File: config.mk
export PLATFORM = sky130hd
export DESIGN_NAME = lru_handle_cache_top_flat
export DESIGN_NICKNAME = d
export VERILOG_FILES = /design/src/rtl/core/lhc_pkg.sv /design/src/rtl/core/lhc_req_if.sv /design/src/rtl/core/lhc_rsp_if.sv /design/src/rtl/core/lhc_ram.sv /design/src/rtl/core/lhc_ctrl.sv /design/src/rtl/core/lhc_dp.sv /design/src/rtl/core/lru_handle_cache_top.sv /design/src/flat_wrapper.sv
export SDC_FILE = /design/constraint.sdc
export NUM_CORES = 2
export LEC_CHECK = 0
export BUFFER_PORTS_ARGS = -buffer_cell sky130_fd_sc_hd__buf_2
export CAP_MARGIN = 20
export CORE_MARGIN = 4
export CORE_UTILIZATION = 40
export CTS_CLUSTER_DIAMETER = 30
export DETAILED_ROUTE_END_ITERATION = 10
export GPL_TIMING_DRIVEN = 0
export SLEW_MARGIN = 15
export SYNTH_ARGS = -nofsm -noshare
export SYNTH_HDL_FRONTEND = slang
export SYNTH_SLANG_ARGS = --single-unit
File: constraint.sdc
create_clock -name i_clk -period 48.8 [get_ports i_clk]
set_input_delay 4.88 -clock i_clk [delete_from_list [all_inputs] [get_ports i_clk]]
set_output_delay 4.88 -clock i_clk [all_outputs]
set_load 0.02 [all_outputs]
File: src/rtl/core/lhc_pkg.sv
`default_nettype none
package lhc_pkg;

    localparam int KEY_W    = 32;
    localparam int TICK_W   = 64;
    localparam int HANDLE_W = 64;

    typedef struct packed {
        logic [KEY_W-1:0]    key;
        logic [TICK_W-1:0]   now_ticks;
        logic [HANDLE_W-1:0] fresh_handle;
        logic                open_ok;
    } t_req;

    typedef struct packed {
        logic                found;
        logic                was_hit;
        logic [HANDLE_W-1:0] handle_out;
        logic                evicted;
        logic [HANDLE_W-1:0] evicted_handle;
    } t_rsp;

    // one stored cache line
    typedef struct packed {
        logic [KEY_W-1:0]    key;
        logic [HANDLE_W-1:0] handle;
        logic [TICK_W-1:0]   stamp;
    } t_entry;

    typedef enum logic [2:0] {
        ST_IDLE,
        ST_START,
        ST_READ,
        ST_CHECK,
        ST_HIT,
        ST_FINISH
    } t_state;

    // controller to datapath
    typedef struct packed {
        logic cap;
        logic rd;
        logic step;
        logic hit;
        logic fin;
    } t_dp_cmd;

    // datapath to controller
    typedef struct packed {
        logic skip;
        logic match;
        logic last;
        logic out_free;
    } t_dp_stat;

endpackage
`default_nettype wire

File: src/rtl/core/lhc_req_if.sv
`default_nettype none
interface lhc_req_if;
    import lhc_pkg::*;

    logic                valid;
    logic                ready;
    logic [KEY_W-1:0]    key;
    logic [TICK_W-1:0]   now_ticks;
    logic [HANDLE_W-1:0] fresh_handle;
    logic                open_ok;

    modport source (output valid, key, now_ticks, fresh_handle, open_ok, input ready);
    modport sink   (input valid, key, now_ticks, fresh_handle, open_ok, output ready);
endinterface
`default_nettype wire

File: src/rtl/core/lhc_rsp_if.sv
`default_nettype none
interface lhc_rsp_if;
    import lhc_pkg::*;

    logic                valid;
    logic                ready;
    logic                found;
    logic                was_hit;
    logic [HANDLE_W-1:0] handle_out;
    logic                evicted;
    logic [HANDLE_W-1:0] evicted_handle;

    modport source (output valid, found, was_hit, handle_out, evicted, evicted_handle,
                    input ready);
    modport sink   (input valid, found, was_hit, handle_out, evicted, evicted_handle,
                    output ready);
endinterface
`default_nettype wire

File: src/rtl/core/lhc_ram.sv
`default_nettype none
module lhc_ram #(
    parameter int WIDTH = 160,
    parameter int DEPTH = 16
) (
    input  logic                     i_clk,
    input  logic                     i_we,
    input  logic [$clog2(DEPTH)-1:0] i_waddr,
    input  logic [WIDTH-1:0]         i_wdata,
    input  logic                     i_re,
    input  logic [$clog2(DEPTH)-1:0] i_raddr,
    output logic [WIDTH-1:0]         o_rdata
);
    logic [WIDTH-1:0] r_mem [DEPTH];
    logic [WIDTH-1:0] r_rdata;

    always_ff @(posedge i_clk) begin
        if (i_we) begin
            r_mem[i_waddr] <= i_wdata;
        end
        if (i_re) begin
            r_rdata <= r_mem[i_raddr];
        end
    end

    assign o_rdata = r_rdata;
endmodule
`default_nettype wire

File: src/rtl/core/lhc_ctrl.sv
`default_nettype none
module lhc_ctrl (
    input  logic              i_clk,
    input  logic              i_rst_n,
    input  logic              i_in_valid,
    input  lhc_pkg::t_dp_stat i_stat,
    output logic              o_in_ready,
    output lhc_pkg::t_dp_cmd  o_cmd
);
    import lhc_pkg::*;

    t_state r_state;
    t_state n_state;

    always_ff @(posedge i_clk) begin
        if (!i_rst_n) begin
            r_state <= ST_IDLE;
        end else begin
            r_state <= n_state;
        end
    end

    always_comb begin
        n_state = r_state;
        unique case (r_state)
            ST_IDLE: begin
                if (i_in_valid) begin
                    n_state = ST_START;
                end
            end
            ST_START: begin
                n_state = i_stat.skip ? ST_FINISH : ST_READ;
            end
            ST_READ: begin
                n_state = ST_CHECK;
            end
            ST_CHECK: begin
                if (i_stat.match) begin
                    n_state = ST_HIT;
                end else if (i_stat.last) begin
                    n_state = ST_FINISH;
                end else begin
                    n_state = ST_READ;
                end
            end
            ST_HIT, ST_FINISH: begin
                if (i_stat.out_free) begin
                    n_state = ST_IDLE;
                end
            end
            default: n_state = ST_IDLE;
        endcase
    end

    always_comb begin
        o_in_ready = 1'b0;
        o_cmd      = '0;
        unique case (r_state)
            ST_IDLE: begin
                o_in_ready = 1'b1;
                o_cmd.cap  = i_in_valid;
            end
            ST_START: ;
            ST_READ: begin
                o_cmd.rd = 1'b1;
            end
            ST_CHECK: begin
                o_cmd.step = !i_stat.match;
            end
            ST_HIT: begin
                o_cmd.hit = i_stat.out_free;
            end
            ST_FINISH: begin
                o_cmd.fin = i_stat.out_free;
            end
            default: ;
        endcase
    end
endmodule
`default_nettype wire

File: src/rtl/core/lhc_dp.sv
`default_nettype none
module lhc_dp #(
    parameter int ENTRIES = 16
) (
    input  logic              i_clk,
    input  logic              i_rst_n,
    input  lhc_pkg::t_req     i_req,
    input  lhc_pkg::t_dp_cmd  i_cmd,
    output lhc_pkg::t_dp_stat o_stat,
    input  logic              i_out_ready,
    output logic              o_out_valid,
    output lhc_pkg::t_rsp     o_rsp
);
    import lhc_pkg::*;

    localparam int IDX_W = $clog2(ENTRIES);
    localparam int CNT_W = $clog2(ENTRIES + 1);
    localparam logic [CNT_W-1:0] FULL_CNT = CNT_W'(ENTRIES);

    t_req                r_req;
    t_req                n_req;
    logic [CNT_W-1:0]    r_filled;
    logic [CNT_W-1:0]    n_filled;
    logic [IDX_W-1:0]    r_idx;
    logic [IDX_W-1:0]    n_idx;
    logic                r_min_set;
    logic                n_min_set;
    logic [TICK_W-1:0]   r_min_time;
    logic [TICK_W-1:0]   n_min_time;
    logic [IDX_W-1:0]    r_min_idx;
    logic [IDX_W-1:0]    n_min_idx;
    logic [HANDLE_W-1:0] r_min_handle;
    logic [HANDLE_W-1:0] n_min_handle;
    logic                r_out_valid;
    logic                n_out_valid;
    t_rsp                r_rsp;
    t_rsp                n_rsp;

    t_entry              w_rd;
    logic [$bits(t_entry)-1:0] w_ram_rdata;
    logic                w_ram_we;
    logic [IDX_W-1:0]    w_ram_waddr;
    t_entry              w_ram_wdata;
    logic                w_ins;
    logic                w_full;
    logic [IDX_W-1:0]    w_slot;
    logic                w_out_free;

    lhc_ram #(
        .WIDTH ($bits(t_entry)),
        .DEPTH (ENTRIES)
    ) u_ram (
        .i_clk   (i_clk),
        .i_we    (w_ram_we),
        .i_waddr (w_ram_waddr),
        .i_wdata (w_ram_wdata),
        .i_re    (i_cmd.rd),
        .i_raddr (r_idx),
        .o_rdata (w_ram_rdata)
    );

    assign w_rd       = t_entry'(w_ram_rdata);
    assign w_out_free = !r_out_valid || i_out_ready;

    // insert only a nonzero key with a good, nonzero handle
    assign w_ins  = (r_req.key != '0) && r_req.open_ok && (r_req.fresh_handle != '0);
    assign w_full = (r_filled == FULL_CNT);
    assign w_slot = w_full ? r_min_idx : r_filled[IDX_W-1:0];

    assign o_stat.skip     = (r_req.key == '0) || (r_filled == '0);
    assign o_stat.match    = (w_rd.key == r_req.key);
    assign o_stat.last     = (CNT_W'(r_idx) == (r_filled - CNT_W'(1)));
    assign o_stat.out_free = w_out_free;

    always_comb begin
        w_ram_we    = i_cmd.hit || (i_cmd.fin && w_ins);
        w_ram_waddr = i_cmd.hit ? r_idx : w_slot;
        if (i_cmd.hit) begin
            w_ram_wdata = '{key: w_rd.key, handle: w_rd.handle, stamp: r_req.now_ticks};
        end else begin
            w_ram_wdata = '{key: r_req.key, handle: r_req.fresh_handle,
                            stamp: r_req.now_ticks};
        end
    end

    always_comb begin
        n_req        = r_req;
        n_idx        = r_idx;
        n_min_set    = r_min_set;
        n_min_time   = r_min_time;
        n_min_idx    = r_min_idx;
        n_min_handle = r_min_handle;
        n_filled     = r_filled;
        n_rsp        = r_rsp;
        n_out_valid  = r_out_valid && !i_out_ready;

        if (i_cmd.cap) begin
            n_req     = i_req;
            n_idx     = '0;
            n_min_set = 1'b0;
        end

        // track the oldest entry; strict compare keeps the lowest index on ties
        if (i_cmd.step) begin
            n_idx = r_idx + IDX_W'(1);
            if (!r_min_set || (w_rd.stamp < r_min_time)) begin
                n_min_set    = 1'b1;
                n_min_time   = w_rd.stamp;
                n_min_idx    = r_idx;
                n_min_handle = w_rd.handle;
            end
        end

        if (i_cmd.hit) begin
            n_out_valid          = 1'b1;
            n_rsp.found          = 1'b1;
            n_rsp.was_hit        = 1'b1;
            n_rsp.handle_out     = w_rd.handle;
            n_rsp.evicted        = 1'b0;
            n_rsp.evicted_handle = '0;
        end

        if (i_cmd.fin) begin
            n_out_valid          = 1'b1;
            n_rsp.found          = w_ins;
            n_rsp.was_hit        = 1'b0;
            n_rsp.handle_out     = w_ins ? r_req.fresh_handle : '0;
            n_rsp.evicted        = w_ins && w_full;
            n_rsp.evicted_handle = (w_ins && w_full) ? r_min_handle : '0;
            if (w_ins && !w_full) begin
                n_filled = r_filled + CNT_W'(1);
            end
        end
    end

    always_ff @(posedge i_clk) begin
        if (!i_rst_n) begin
            r_filled    <= '0;
            r_idx       <= '0;
            r_min_set   <= 1'b0;
            r_out_valid <= 1'b0;
        end else begin
            r_filled    <= n_filled;
            r_idx       <= n_idx;
            r_min_set   <= n_min_set;
            r_out_valid <= n_out_valid;
        end
    end

    always_ff @(posedge i_clk) begin
        r_req        <= n_req;
        r_min_time   <= n_min_time;
        r_min_idx    <= n_min_idx;
        r_min_handle <= n_min_handle;
        r_rsp        <= n_rsp;
    end

    assign o_out_valid = r_out_valid;
    assign o_rsp       = r_rsp;
endmodule
`default_nettype wire

File: src/rtl/core/lru_handle_cache_top.sv
`default_nettype none
// Fully associative key-to-handle cache with least-recently-used replacement.
// Each request item carries a key, the current tick, a freshly opened handle
// and a flag telling whether that open succeeded; exactly one result item comes
// back per request. A hit returns the cached handle and refreshes its tick. A
// miss with a good, nonzero handle stores it in the next free slot, or, once all
// ENTRIES slots are filled, replaces the entry with the smallest tick (lowest
// slot on ties) and reports the replaced handle so the host can close it. Key
// zero, and a miss with a failed open, return an all-zero result and change
// nothing. Entries live in one RAM with a single read port and registered read
// data, so the lookup visits the filled slots one at a time, reading each slot in
// the READ state and checking it in the CHECK state. A miss in a full cache scans
// all ENTRIES slots; key zero or an empty cache scans none. A finished result
// waits in an output register, and the next item is accepted while it waits. No
// clearing pass runs after reset: only slots below the fill count are ever read.
module lru_handle_cache_top #(
    parameter int ENTRIES = 16
) (
    input logic       i_clk,
    input logic       i_rst_n,
    lhc_req_if.sink   i_req,
    lhc_rsp_if.source o_rsp
);
    import lhc_pkg::*;

    t_req     w_req;
    t_rsp     w_rsp;
    t_dp_cmd  w_cmd;
    t_dp_stat w_stat;
    logic     w_in_ready;
    logic     w_out_valid;

    // gather the request item into one word
    assign w_req = '{key:          i_req.key,
                     now_ticks:    i_req.now_ticks,
                     fresh_handle: i_req.fresh_handle,
                     open_ok:      i_req.open_ok};

    // sequence the scan: capture, read and check each slot, then hit or finish
    lhc_ctrl u_ctrl (
        .i_clk      (i_clk),
        .i_rst_n    (i_rst_n),
        .i_in_valid (i_req.valid),
        .i_stat     (w_stat),
        .o_in_ready (w_in_ready),
        .o_cmd      (w_cmd)
    );

    // entry store, fill count, oldest-entry tracker and result register
    lhc_dp #(
        .ENTRIES (ENTRIES)
    ) u_dp (
        .i_clk       (i_clk),
        .i_rst_n     (i_rst_n),
        .i_req       (w_req),
        .i_cmd       (w_cmd),
        .o_stat      (w_stat),
        .i_out_ready (o_rsp.ready),
        .o_out_valid (w_out_valid),
        .o_rsp       (w_rsp)
    );

    assign i_req.ready          = w_in_ready;
    assign o_rsp.valid          = w_out_valid;
    assign o_rsp.found          = w_rsp.found;
    assign o_rsp.was_hit        = w_rsp.was_hit;
    assign o_rsp.handle_out     = w_rsp.handle_out;
    assign o_rsp.evicted        = w_rsp.evicted;
    assign o_rsp.evicted_handle = w_rsp.evicted_handle;

    // a hit never evicts
    a_hit_no_evict: assert property (@(posedge i_clk) disable iff (!i_rst_n)
        o_rsp.valid && o_rsp.was_hit |-> o_rsp.found && !o_rsp.evicted)
        else $error("hit result reports an eviction");

    // an empty result is zero throughout
    a_empty_zero: assert property (@(posedge i_clk) disable iff (!i_rst_n)
        o_rsp.valid && !o_rsp.found |->
            !o_rsp.was_hit && !o_rsp.evicted &&
            (o_rsp.handle_out == '0) && (o_rsp.evicted_handle == '0))
        else $error("empty result carries data");

    // only nonzero handles are ever stored or returned
    a_found_handle: assert property (@(posedge i_clk) disable iff (!i_rst_n)
        o_rsp.valid && o_rsp.found |-> (o_rsp.handle_out != '0))
        else $error("returned handle is zero");

    // the store is never written while a new item can be taken
    a_idle_no_write: assert property (@(posedge i_clk) disable iff (!i_rst_n)
        i_req.ready |-> !w_cmd.hit && !w_cmd.fin && !w_cmd.step)
        else $error("datapath update while idle");
endmodule
`default_nettype wire

File: src/flat_wrapper.sv
// flat-port wrapper written by rule: the top's interface ports become plain ports
module lru_handle_cache_top_flat import lhc_pkg::*;
#(
    parameter int ENTRIES = 16
)
  (i_clk, i_rst_n, i_req_valid, i_req_key, i_req_now_ticks, i_req_fresh_handle, i_req_open_ok, i_req_ready, o_rsp_valid, o_rsp_found, o_rsp_was_hit, o_rsp_handle_out, o_rsp_evicted, o_rsp_evicted_handle, o_rsp_ready);
  lhc_req_if i_req_i ();
  lhc_rsp_if o_rsp_i ();
  input logic i_clk;
  input logic i_rst_n;
  input wire logic [$bits(i_req_i.valid)-1:0] i_req_valid;
  input wire logic [$bits(i_req_i.key)-1:0] i_req_key;
  input wire logic [$bits(i_req_i.now_ticks)-1:0] i_req_now_ticks;
  input wire logic [$bits(i_req_i.fresh_handle)-1:0] i_req_fresh_handle;
  input wire logic [$bits(i_req_i.open_ok)-1:0] i_req_open_ok;
  output wire logic [$bits(i_req_i.ready)-1:0] i_req_ready;
  output wire logic [$bits(o_rsp_i.valid)-1:0] o_rsp_valid;
  output wire logic [$bits(o_rsp_i.found)-1:0] o_rsp_found;
  output wire logic [$bits(o_rsp_i.was_hit)-1:0] o_rsp_was_hit;
  output wire logic [$bits(o_rsp_i.handle_out)-1:0] o_rsp_handle_out;
  output wire logic [$bits(o_rsp_i.evicted)-1:0] o_rsp_evicted;
  output wire logic [$bits(o_rsp_i.evicted_handle)-1:0] o_rsp_evicted_handle;
  input wire logic [$bits(o_rsp_i.ready)-1:0] o_rsp_ready;
  assign i_req_i.valid = i_req_valid;
  assign i_req_i.key = i_req_key;
  assign i_req_i.now_ticks = i_req_now_ticks;
  assign i_req_i.fresh_handle = i_req_fresh_handle;
  assign i_req_i.open_ok = i_req_open_ok;
  assign i_req_ready = i_req_i.ready;
  assign o_rsp_valid = o_rsp_i.valid;
  assign o_rsp_found = o_rsp_i.found;
  assign o_rsp_was_hit = o_rsp_i.was_hit;
  assign o_rsp_handle_out = o_rsp_i.handle_out;
  assign o_rsp_evicted = o_rsp_i.evicted;
  assign o_rsp_evicted_handle = o_rsp_i.evicted_handle;
  assign o_rsp_i.ready = o_rsp_ready;
  lru_handle_cache_top #(.ENTRIES(ENTRIES)) u_core (.i_clk(i_clk), .i_rst_n(i_rst_n), .i_req(i_req_i), .o_rsp(o_rsp_i));
endmodule
==> results summary <==
The run finished with clean final reports. The sequential standard cell area came out at 0.0947 mm^2. The clock sink total is 3158. The count of buffers inserted at the top-level ports came out at 297.

The max-slew violation count came out at 0. The clock-pin slew of the registers on the worst-case setup and hold paths is 0.05 ns. The horizontal die dimension is 554 um. The path with the worst hold slack has its endpoint at u_core.u_dp.r_min_idx[2]. The area of combinational cells with multiple inputs is 0.0230 mm^2. The final layout contains 6414 nets. The cell row count is 200. The post-detailed-route DRC marker count came out at 0.

The transition time at the pin with the least slew margin is 1.17 ns. TritonCTS built the clock tree. The average instance area after synthesis is 24.2 um^2. The clock passes through at most 4 buffers. Across the VDD grid, the largest voltage drop is 0.0000263 V. The placed wire-length estimate is 214000 um.

The floorplan core area came out at 0.297 mm^2. Entering global routing, the biggest net connects 64 pins. The via count of the first global-routing pass is 61500. Across every metal layer, demand over resource in global routing totals 0.207.

The net count of the mapped netlist came out at 5142. The family with the most delay on the worst path is simple AND/OR/NAND/NOR gates. The number of antenna violations at the first check in global routing is 33. The wire length after detailed routing came out at 322000 um.

Synthesis produced 4910 cells. The number of max-capacitance violations reported came out at 0. The worst path arrival time came out at 9.67 ns. Across all register-to-register paths, the minimum setup slack is 43.27 ns. The minimum clock period came out at 9.08 ns.

Of the post-synthesis cell area, the dominant cell type holds 0.793. The total setup violations reported at the end of the flow is 0. The count of nets left with antenna violations once routing finished came out at 0. The logic depth of the worst register-to-register path is 14. Between clock sinks in the finished design, the worst skew comes to 0.0478 ns. The number of synthesized flops with an enable pin came out at 3143.

Across all layers, the routed design uses 58800 vias. After filler insertion, the fill cell instance count of the layout stands at 23100. The leakage power summed over all cells is 0.0487 uW. The areal power density over the cells is 48.2 mW/mm^2.

The global-route congestion overflow total is 0. Counting distinct cell types in the post-synthesis netlist gives 61. STA classifies the critical path endpoint as a register. The worst hold path stage count came out at 0. The maximum clock frequency came out at 110 MHz. The post-synthesis cell type with the largest combined area is sky130_fd_sc_hd__edfxtp_1.

The post-synthesis register bit count is 3158. The number of buffers added by the clock tree synthesis step is 562. The final clock period utilization by the worst path is 0.186. In this run the critical register-to-register path is captured at u_core.u_dp.u_ram.r_mem[6][57]. Sorting the synthesized cells by area gives the leading types as sky130_fd_sc_hd__edfxtp_1 79%, sky130_fd_sc_hd__mux4_2 15%, sky130_fd_sc_hd__mux2_2 0.92%, sky130_fd_sc_hd__ha_1 0.70%, sky130_fd_sc_hd__buf_2 0.49%. The slowest stage of the critical path is the sky130_fd_sc_hd__nor4_2 cell.

The clock root buffer is sky130_fd_sc_hd__clkbuf_16. The global placer's final weighted congestion came out at 0.776. The post-cts hold buffer count is 0. The largest fanout on the critical path came out at 16. The max-slew headroom at the worst pin came out at 0.223. The signed area change from the synthesized netlist to the final layout came out at 25.3%. The via density per instance came out at 5.56. The share of final-layout standard cells stronger than drive strength 1 is 0.401. The worst setup path is launched from a primary input. The fraction of the yosys area taken by sequential cells came out at 0.795. The setup path with the least slack is of type in -> reg.

The die covers 0.306 mm^2. The post-route total power is 7190 uW. The number of buffers and inverters on the critical path is 9.

The class of the most critical hold timing path is reg -> reg. The origin of the critical flop-to-flop path is u_core.u_ctrl.r_state[2]. Once the clock tree was built, the setup fixing pass inserted 0 buffers. The worst endpoint required time came out at 49.38 ns. Setup repair after global routing left no endpoint under its margin. The global-route wire length before repair is 456000 um.

Counting instances in the post-synthesis netlist gives the leading cell types as 3143 x sky130_fd_sc_hd__edfxtp_1, 782 x sky130_fd_sc_hd__mux4_2, 116 x sky130_fd_sc_hd__buf_2. In this run the count of I/O pins placed on the die edge is 298. The delay of the slowest cell on the worst path came out at 0.95 ns. After clock tree synthesis, the repair step resized 0 gates.

The iteration-0 DRC count of the detailed router came out at 6824. The share of flip-flops with an asynchronous set or reset came out at 0. For this configuration, the core starts out at a cell density of 0.401. Yosys printed 0 warnings.

The critical path goes through buf_2 -> nor2b_1 -> nor2_4 -> o2111ai_2 -> nor2_2 -> buf_6 -> nor2_2 -> nor4_2 -> buf_6 -> buf_4 -> buf_4 -> buf_4 -> buf_2 -> buf_4 -> buf_2. In the final routed layout, each cell accounts on average for 30.5 um. The pre-antenna-repair detailed-routing pass consisted of 5 iterations. The area of the mapped netlist is 0.119 mm^2. The floorplan die height came out at 554 um. The cell with the most instances after synthesis is sky130_fd_sc_hd__edfxtp_1.

The clock latency reported for the late side of the worst-skew pair came out at 0.92 ns. The most used flip-flop cell after synthesis is sky130_fd_sc_hd__edfxtp_1. The startpoint identified for the worst hold timing path is u_core.u_dp.r_idx[2]. The post-route setup TNS is 0 ns. The number of hold violations in the final report came to 0. CTS built an H-tree with a depth of 6. Counting stages on the worst path, the most repeated cell is sky130_fd_sc_hd__buf_4.
## state kept, by name, summed over array words and instances (netlist names)
register,flops
u_core.u_dp.o_out_valid,1
u_core.u_dp.r_idx,4
u_core.u_dp.u_ram.o_rdata,160
u_core.u_dp.r_min_set,1
u_core.u_dp.u_ram.r_mem,2560
u_core.u_dp.r_min_handle,64
u_core.u_ctrl.r_state,3
u_core.u_dp.r_filled,5
u_core.u_dp.r_min_time,64
u_core.u_dp.r_req,161
u_core.u_dp.r_min_idx,4
u_core.u_dp.o_rsp,131
## layout make-up
| type | instances | share of cell area |
|---|---|---|
| Tap cell | 3939 | 0.0331 |
| Timing Repair Buffer | 708 | 0.0415 |
| Clock inverter | 366 | 0.0280 |
| Inverter | 73 | 0.00189 |
| Clock buffer | 637 | 0.0979 |
| Antenna cell | 12 | 0.000201 |
| Multi-Input combinational cell | 1444 | 0.154 |
| Buffer | 235 | 0.00803 |
| Sequential cell | 3158 | 0.635 |
## per-layer routing
| metal | wire length [um] | vias up | track usage |
|---|---|---|---|
| li1 | - | 23900 | - |
| met1 | 125000 | 31600 | 0.269 |
| met2 | 160000 | 2756 | 0.343 |
| met3 | 24500 | 602 | 0.0427 |
| met4 | 12800 | 26 | 0.0823 |
| met5 | 164 | - | 0 |
## worst max-delay path by stage
stage,start,endpoint,cells after the start
after floorplan,o_rsp_ready,u_core.u_dp.u_ram.r_mem[14][0],7
after global placement,o_rsp_ready,u_core.u_dp.u_ram.r_mem[10][23],8
after detailed placement,o_rsp_ready,u_core.u_dp.u_ram.r_mem[14][22],16
after CTS,o_rsp_ready,u_core.u_dp.u_ram.r_mem[6][57],15
after global routing,o_rsp_ready,u_core.u_dp.u_ram.r_mem[14][23],16
final,o_rsp_ready,u_core.u_dp.u_ram.r_mem[6][57],15
## layout by cell type, fill, tap and decap left out, types with 56 or more instances in the layout
master                       instances
sky130_fd_sc_hd__mux4_2            782
sky130_fd_sc_hd__buf_12             56
sky130_fd_sc_hd__clkinv_1           63
sky130_fd_sc_hd__ha_1               67
sky130_fd_sc_hd__mux2_2             97
sky130_fd_sc_hd__edfxtp_1         3143
sky130_fd_sc_hd__clkbuf_1          109
sky130_fd_sc_hd__buf_6              65
sky130_fd_sc_hd__clkbuf_16         573
sky130_fd_sc_hd__buf_2             491
sky130_fd_sc_hd__clkinv_2           78
sky130_fd_sc_hd__bufinv_16          63
sky130_fd_sc_hd__and3_1             65
sky130_fd_sc_hd__a22o_1             64
sky130_fd_sc_hd__inv_1              72
sky130_fd_sc_hd__clkinvlp_4         60
sky130_fd_sc_hd__buf_4             192
## power by group
part / leakage [uW] / total, uW / internal (uW) / switching (uW)
registers: 0.0285 / 3130 / 3080 / 47.6
logic: 0.0112 / 225 / 78.8 / 146
clock network: 0.00901 / 3830 / 2500 / 1340
total: 0.0487 / 7190 / 5660 / 1530
## through the flow
step	hold WS [ns]	utilization	instances	worst slack [ns]	instance area [um^2]
after CTS	0.437	0.503	10600	39.81	149000
after global placement	0.420	0.423	9146	-1.70	125000
after floorplan	0.406	-	4910	24.69	119000
after global routing	0.442	0.503	10600	39.65	149000
final	0.439	0.503	10600	39.72	149000
after detailed placement	0.425	0.439	9556	38.87	130000
## cells by family (layout without fill, tap and decap cells)
family / Yosys count / count (layout) / synth area share
DFF: 3158 / 3158 / 0.795
xor gates and xnor gates: 39 / 39 / 0.00287
muxes: 902 / 902 / 0.159
AOI/OAI and AO/OA: 190 / 190 / 0.0116
adders and majority gates: 67 / 67 / 0.00704
other: 0 / 12 / 0
buffers and inverters: 308 / 2019 / 0.0123
and+or+nand+nor: 246 / 246 / 0.0118
No activity file was read; power rests on OpenSTA's default activity.
